## src/rrgs_isqrt.sv

```systemverilog
// ----------------------------------------------------------------------------
// rrgs_isqrt
// Pipelined integer square root, one root bit per stage, floor result.
// ----------------------------------------------------------------------------
`default_nettype none

module rrgs_isqrt #(
  parameter int RW = 62,
  parameter int SW = 8
) (
  input  logic            clk,
  input  logic            rst,
  input  logic            en,
  input  logic            in_valid,
  input  logic [RW-1:0]   in_rad,
  input  logic [SW-1:0]   in_side,
  output logic            out_valid,
  output logic [RW/2-1:0] out_root,
  output logic [SW-1:0]   out_side
);

  localparam int HW = RW / 2;

  logic          vld  [HW];
  logic [RW-1:0] rem  [HW];
  logic [RW-1:0] res  [HW];
  logic [SW-1:0] side [HW];

  for (genvar s = 0; s < HW; s++) begin : g_stage
    localparam int J = HW - 1 - s;
    logic          v_in, hit;
    logic [RW-1:0] rem_in, res_in, bitv, trial, rem_next, res_next;
    logic [SW-1:0] side_in;

    if (s == 0) begin : g_first
      assign v_in    = in_valid;
      assign rem_in  = in_rad;
      assign res_in  = '0;
      assign side_in = in_side;
    end else begin : g_rest
      assign v_in    = vld[s-1];
      assign rem_in  = rem[s-1];
      assign res_in  = res[s-1];
      assign side_in = side[s-1];
    end

    assign bitv     = RW'(1) << (2 * J);
    assign trial    = res_in + bitv;
    assign hit      = rem_in >= trial;
    assign rem_next = hit ? rem_in - trial : rem_in;
    assign res_next = hit ? (res_in >> 1) + bitv : res_in >> 1;

    always_ff @(posedge clk) begin
      if (rst) begin
        vld[s] <= 1'b0;
      end else if (en) begin
        vld[s]  <= v_in;
        rem[s]  <= rem_next;
        res[s]  <= res_next;
        side[s] <= side_in;
      end
    end
  end

  assign out_valid = vld[HW-1];
  assign out_root  = res[HW-1][HW-1:0];
  assign out_side  = side[HW-1];

endmodule

`default_nettype wire

```

## config.mk

```make
export PLATFORM = sky130hd
export DESIGN_NAME = rrgs_isqrt
export DESIGN_NICKNAME = d
export VERILOG_FILES = /design/src/rrgs_isqrt.sv
export SDC_FILE = /design/constraint.sdc
export NUM_CORES = 2
export LEC_CHECK = 0
export BUFFER_PORTS_ARGS = -buffer_cell sky130_fd_sc_hd__buf_2
export CAP_MARGIN = 15
export CORE_ASPECT_RATIO = 0.9
export CORE_MARGIN = 5
export CORE_UTILIZATION = 60
export CTS_CLUSTER_DIAMETER = 200
export DETAILED_ROUTE_END_ITERATION = 8
export PLACE_DENSITY = 0.76
export SLEW_MARGIN = 20
export SYNTH_ARGS = -nofsm -noshare
export SYNTH_HDL_FRONTEND = slang
export SYNTH_MEMORY_MAX_BITS = 65536
export SYNTH_SLANG_ARGS = --single-unit
```

## constraint.sdc

```tcl
create_clock -name clk -period 115.3 [get_ports clk]
set_clock_uncertainty 0.05 [all_clocks]
set_input_delay 23.06 -clock clk [delete_from_list [all_inputs] [get_ports clk]]
set_output_delay 23.06 -clock clk [all_outputs]
set_load 0.02 [all_outputs]
```

After elaboration in Yosys (flattened, before gate mapping):

Memories as Yosys holds them, arrays and structs flattened.
Index checks and enable logic that the tools add are counted.

* ROM bits: 0
* output and inout bits: 40
* bits in writable memories: 4123
* latch bits: 0
* memories kept: 4
* logic and storage cells: 255
* register bits after elaboration: 0
* input port bits: 74

* shift operators: 0
* $mul: 0
* order comparisons: 31
* divide/modulo/power cells: 0
* bitwise logic cells: 31
* equal/unequal tests: 0
* muxes and demuxes: 98
* reductions and logical operators: 0
* add/subtract/negate cells: 91

Memory list
* rem: depth 31, width 62, rd ports 30, clocked after Yosys merged registers in 0, write ports 31, RTL line 25 `logic [RW-1:0] rem [HW];`
* res: depth 31, width 62, rd ports 31, clocked after Yosys merged registers in 0, write ports 31, RTL line 26 `logic [RW-1:0] res [HW];`
* side: depth 31, width 8, rd ports 31, clocked after Yosys merged registers in 0, write ports 31, RTL line 27 `logic [SW-1:0] side [HW];`
* vld: depth 31, width 1, rd ports 31, clocked after Yosys merged registers in 0, write ports 31, RTL line 24 `logic vld [HW];`

Operator list (count)
* $mux W62: 61
* $ge A62 B62 Y1: 30
* $sub A62 B62 Y62: 30
* $add A61 B1 Y62 const B: 1
* $add A61 B11 Y62 const B: 1
* $add A61 B13 Y62 const B: 1
* $add A61 B15 Y62 const B: 1
* $add A61 B17 Y62 const B: 1
* $add A61 B19 Y62 const B: 1
* $add A61 B21 Y62 const B: 1
* $add A61 B23 Y62 const B: 1
* $add A61 B25 Y62 const B: 1
* $add A61 B27 Y62 const B: 1
* $add A61 B29 Y62 const B: 1
* $add A61 B3 Y62 const B: 1
* $add A61 B31 Y62 const B: 1
* $add A61 B33 Y62 const B: 1
* $add A61 B35 Y62 const B: 1
* $add A61 B37 Y62 const B: 1
* $add A61 B39 Y62 const B: 1
* $add A61 B41 Y62 const B: 1
* $add A61 B43 Y62 const B: 1
* $add A61 B45 Y62 const B: 1
* $add A61 B47 Y62 const B: 1
* 44 further kinds: 109

Logic depth before layout (Yosys ltp):

* depth after elaboration: 4
* gate-level depth with buffers: 15
* mapped depth without buffers: 13

Least setup slack after synthesis:

OpenSTA, ideal clock, no wires.

* kind: input to register
* start point: input port en
* end point: memory vld[0][0] (data pin)
* library setup time: 0.478 ns
* path slack: 17.310 ns
* path buffers: 1
* stages on the path: 3
* data arrival time: 97.462 ns
* required time: 114.772 ns
* cell sequence: nor2b_1 -> clkbuf_1 -> and2_1

RTL lines
* from (decl): RTL line 13 `input logic en,`
* to (decl): RTL line 24

==> results.json <==
{
  "grt_max_degree": 208,
  "cp_top_family": "buffers and inverters",
  "yosysTopAreaCell": "edfxtp_1",
  "worst_pin_slew_ps": 1140,
  "crit_required_ps": 115780,
  "start_util_pct": 60.30,
  "period_share_pct": 23.72,
  "crit_top_cell": "buf_4",
  "die_x_um": 483.4,
  "dpl.hpwl_mm": 206.8,
  "yosysWarningCount": 0,
  "slowest_delay_ps": 910,
  "setup_tns_ps": 0,
  "synthTopCellsByArea": "edfxtp_1 (65%), ha_1 (5.4%), xor2_1 (3.1%), xnor2_1 (2.9%), a21oi_1 (2.3%)",
  "core-area_um2": 200700,
  "vias": 75743,
  "grt_util_all_layers_pct": 26.43,
  "via_per_inst": 6.114,
  "synth_edf_count": 2635,
  "yosysUniqueCellTypes": 85,
  "drv_slew": 0,
  "antenna_found_initial": 8,
  "critPathCaptureType": "flip-flop",
  "drt-met1-wl_mm": 121.9,
  "die_y_um": 436.0,
  "setup_viol": 0,
  "design_area_um2": 133800,
  "cts_inserted_buffers": 280,
  "grt_pass1_vias": 72289,
  "cts_buffer_depth": 4,
  "clock-sinks": 2635,
  "fin_nets": 10101,
  "max_cap_viol_count": 0,
  "crit_slowest_cell": "buf_4",
  "cts_root_buffer": "clkbuf_16",
  "antenna_left": 0,
  "critPathBufInv": 6,
  "cts-htree-levels": 5,
  "syn_to_final_growth_pct": 10.57,
  "critPathMaxFanout": 83,
  "cts-resized-gates": 0,
  "tritoncts": "yes",
  "outcome": "finished, final reports clean",
  "drive_gt1_share_pct": 7.257,
  "relSlewSlack_pct": 24.00,
  "place.gp.congestion": 0.9541,
  "arrival_ps": 27820,
  "power_density_nw_per_um2": 16.77,
  "synthArstFlopShare_pct": 0,
  "post_synth.cell_area_avg_um2": 13.10,
  "wl_met2_mm": 128.6,
  "wl_met3_mm": 24.94,
  "clkSlewWorstSetupHoldPaths_ps": 60,
  "rsz0062_at_grt": "false",
  "min_period_ps": 27350,
  "wl_mm": 284.5,
  "startpoint_type": "primary input",
  "final.fill_count": 14245,
  "crit_chain": "buf_2 > nor2b_4 > buf_4 > buf_4 > buf_4 > buf_4 > buf_4",
  "hp-class": "flip-flop to flip-flop",
  "syn_inst": 9236,
  "syn_area_um2": 121000,
  "critPathKind": "primary input to flip-flop",
  "fmax_mhz": 36.57,
  "ys_seq_area_share_pct": 65.40,
  "top_layer": "met5",
  "rows": 156,
  "utilization_pct": 66.67,
  "remaining_drc_errors": 0,
  "hold_ws_ps": 331.9,
  "drt-wirelength-per-cell_um": 22.96,
  "ys_dominant_reg_cell": "edfxtp_1",
  "ys_ff_latch": 2635,
  "die_area_um2": 210800,
  "io_pins": 114,
  "yosysTopAreaCellShare_pct": 65.40,
  "hold_violations": 0,
  "first_pass_iters": 6,
  "cts_setup_buffers": 0,
  "syn_nets": 9835,
  "yosysMostFrequentCell": "edfxtp_1",
  "hold_buffers": 0,
  "synth_common_cells": "edfxtp_1 (2635), inv_1 (651), nand2_1 (594)",
  "grt_overflow_total": 0,
  "drt-initial-drc-count": 8399,
  "leakagePower_nw": 48.68,
  "port-buffer-count": 113,
  "ir_drop_v": 0.00001961,
  "placed_area_um2": 124800,
  "reg2reg_setup_slack_ps": 110140,
  "clk_latency_ps": 930,
  "grt_pass1_wl_mm": 432.0
}
==> where the power goes <==
group          internal (W)  leakage (nW)  switching, W
Combinational     0.0000798          19.7      0.000125
Clock              0.000527          4.36      0.000359
Sequential          0.00111          24.6     0.0000377
==> sequential cells by signal, summed over array words and instances (netlist names) <==
signal,flops
vld,31
rem,1860
side,248
res,496
==> per-layer routing <==
layer	vias to the layer above	global-route usage, %
met5	-	0
met3	567	4.891
met1	36659	38.53
met4	2	7.705
met2	3336	41.12
li1	35179	-
==> layout make-up <==
type	instances	area, µm²	area share (%)
Multi-Input combinational cell	5772	38870	29.06
Timing Repair Buffer	160	972.2	0.7267
Inverter	653	2451	1.832
Clock inverter	162	1670	1.249
Antenna cell	2	5.005	0.003741
Sequential cell	2635	79130	59.15
Tap cell	2686	3361	2.512
Clock buffer	319	7323	5.474
==> worst paths after layout <==
path / start / endpoint / depth (start not counted)
worst max-delay path: rst / rem[1][411] / 7
worst min-delay path: side[10][9] / side[11][1] / 0
worst max register to register: rem[2][44] / rem[2][115] / 12
worst min register to register: side[10][9] / side[11][1] / 0
==> layout by cell type, fill, tap and decap left out, types with 50 or more instances in the layout <==
| cell | netlist | routed |
|---|---|---|
| nor3_1 | 254 | 254 |
| nor4_1 | 341 | 340 |
| edfxtp_1 | 2635 | 2635 |
| nor4b_1 | 50 | 50 |
| inv_1 | 651 | 651 |
| nor2_1 | 580 | 580 |
| or3_1 | 100 | 100 |
| and2_1 | 59 | 59 |
| a21oi_1 | 549 | 547 |
| clkbuf_16 | 0 | 288 |
| nand2_1 | 594 | 594 |
| xor2_1 | 426 | 426 |
| nand3_1 | 139 | 139 |
| nor2b_1 | 70 | 69 |
| nand4_1 | 130 | 130 |
| buf_2 | 5 | 113 |
| and3_1 | 50 | 50 |
| ha_1 | 525 | 525 |
| o21ai_0 | 417 | 417 |
| or4_1 | 76 | 76 |
| clkinv_1 | 0 | 59 |
| a21o_1 | 201 | 201 |
| mux2_2 | 73 | 73 |
| nand2b_1 | 102 | 102 |
| o21a_1 | 93 | 93 |
| xnor2_1 | 401 | 401 |
==> kinds of logic (layout without fill, tap and decap cells) <==
group | after synthesis | after routing | synth area share, %
buf+inv | 829 | 1294 | 2.580
flops | 2635 | 2635 | 65.40
xor+xnor | 827 | 827 | 5.986
fa+ha+maj | 525 | 525 | 5.429
simple gates | 2679 | 2679 | 11.41
other cells | 0 | 2 | 0
mux | 85 | 85 | 0.7787
compound gates | 1656 | 1656 | 8.417
==> through the flow <==
| step | power, W | setup slack (ps) | std cells |
|---|---|---|---|
| 2_1_floorplan | 0.001442 | 17310 | 9236 |
| 3_3_place_gp | 0.001368 | 87110 | 11906 |
| 3_5_place_dp | 0.001371 | 86980 | 11906 |
| 4_1_cts | 0.002258 | 87970 | 12387 |
| 5_1_grt | 0.002326 | 87660 | 12387 |
| 6_report | 0.002244 | 87950 | 12389 |
Note: power is estimated with default switching activity, not from simulation.
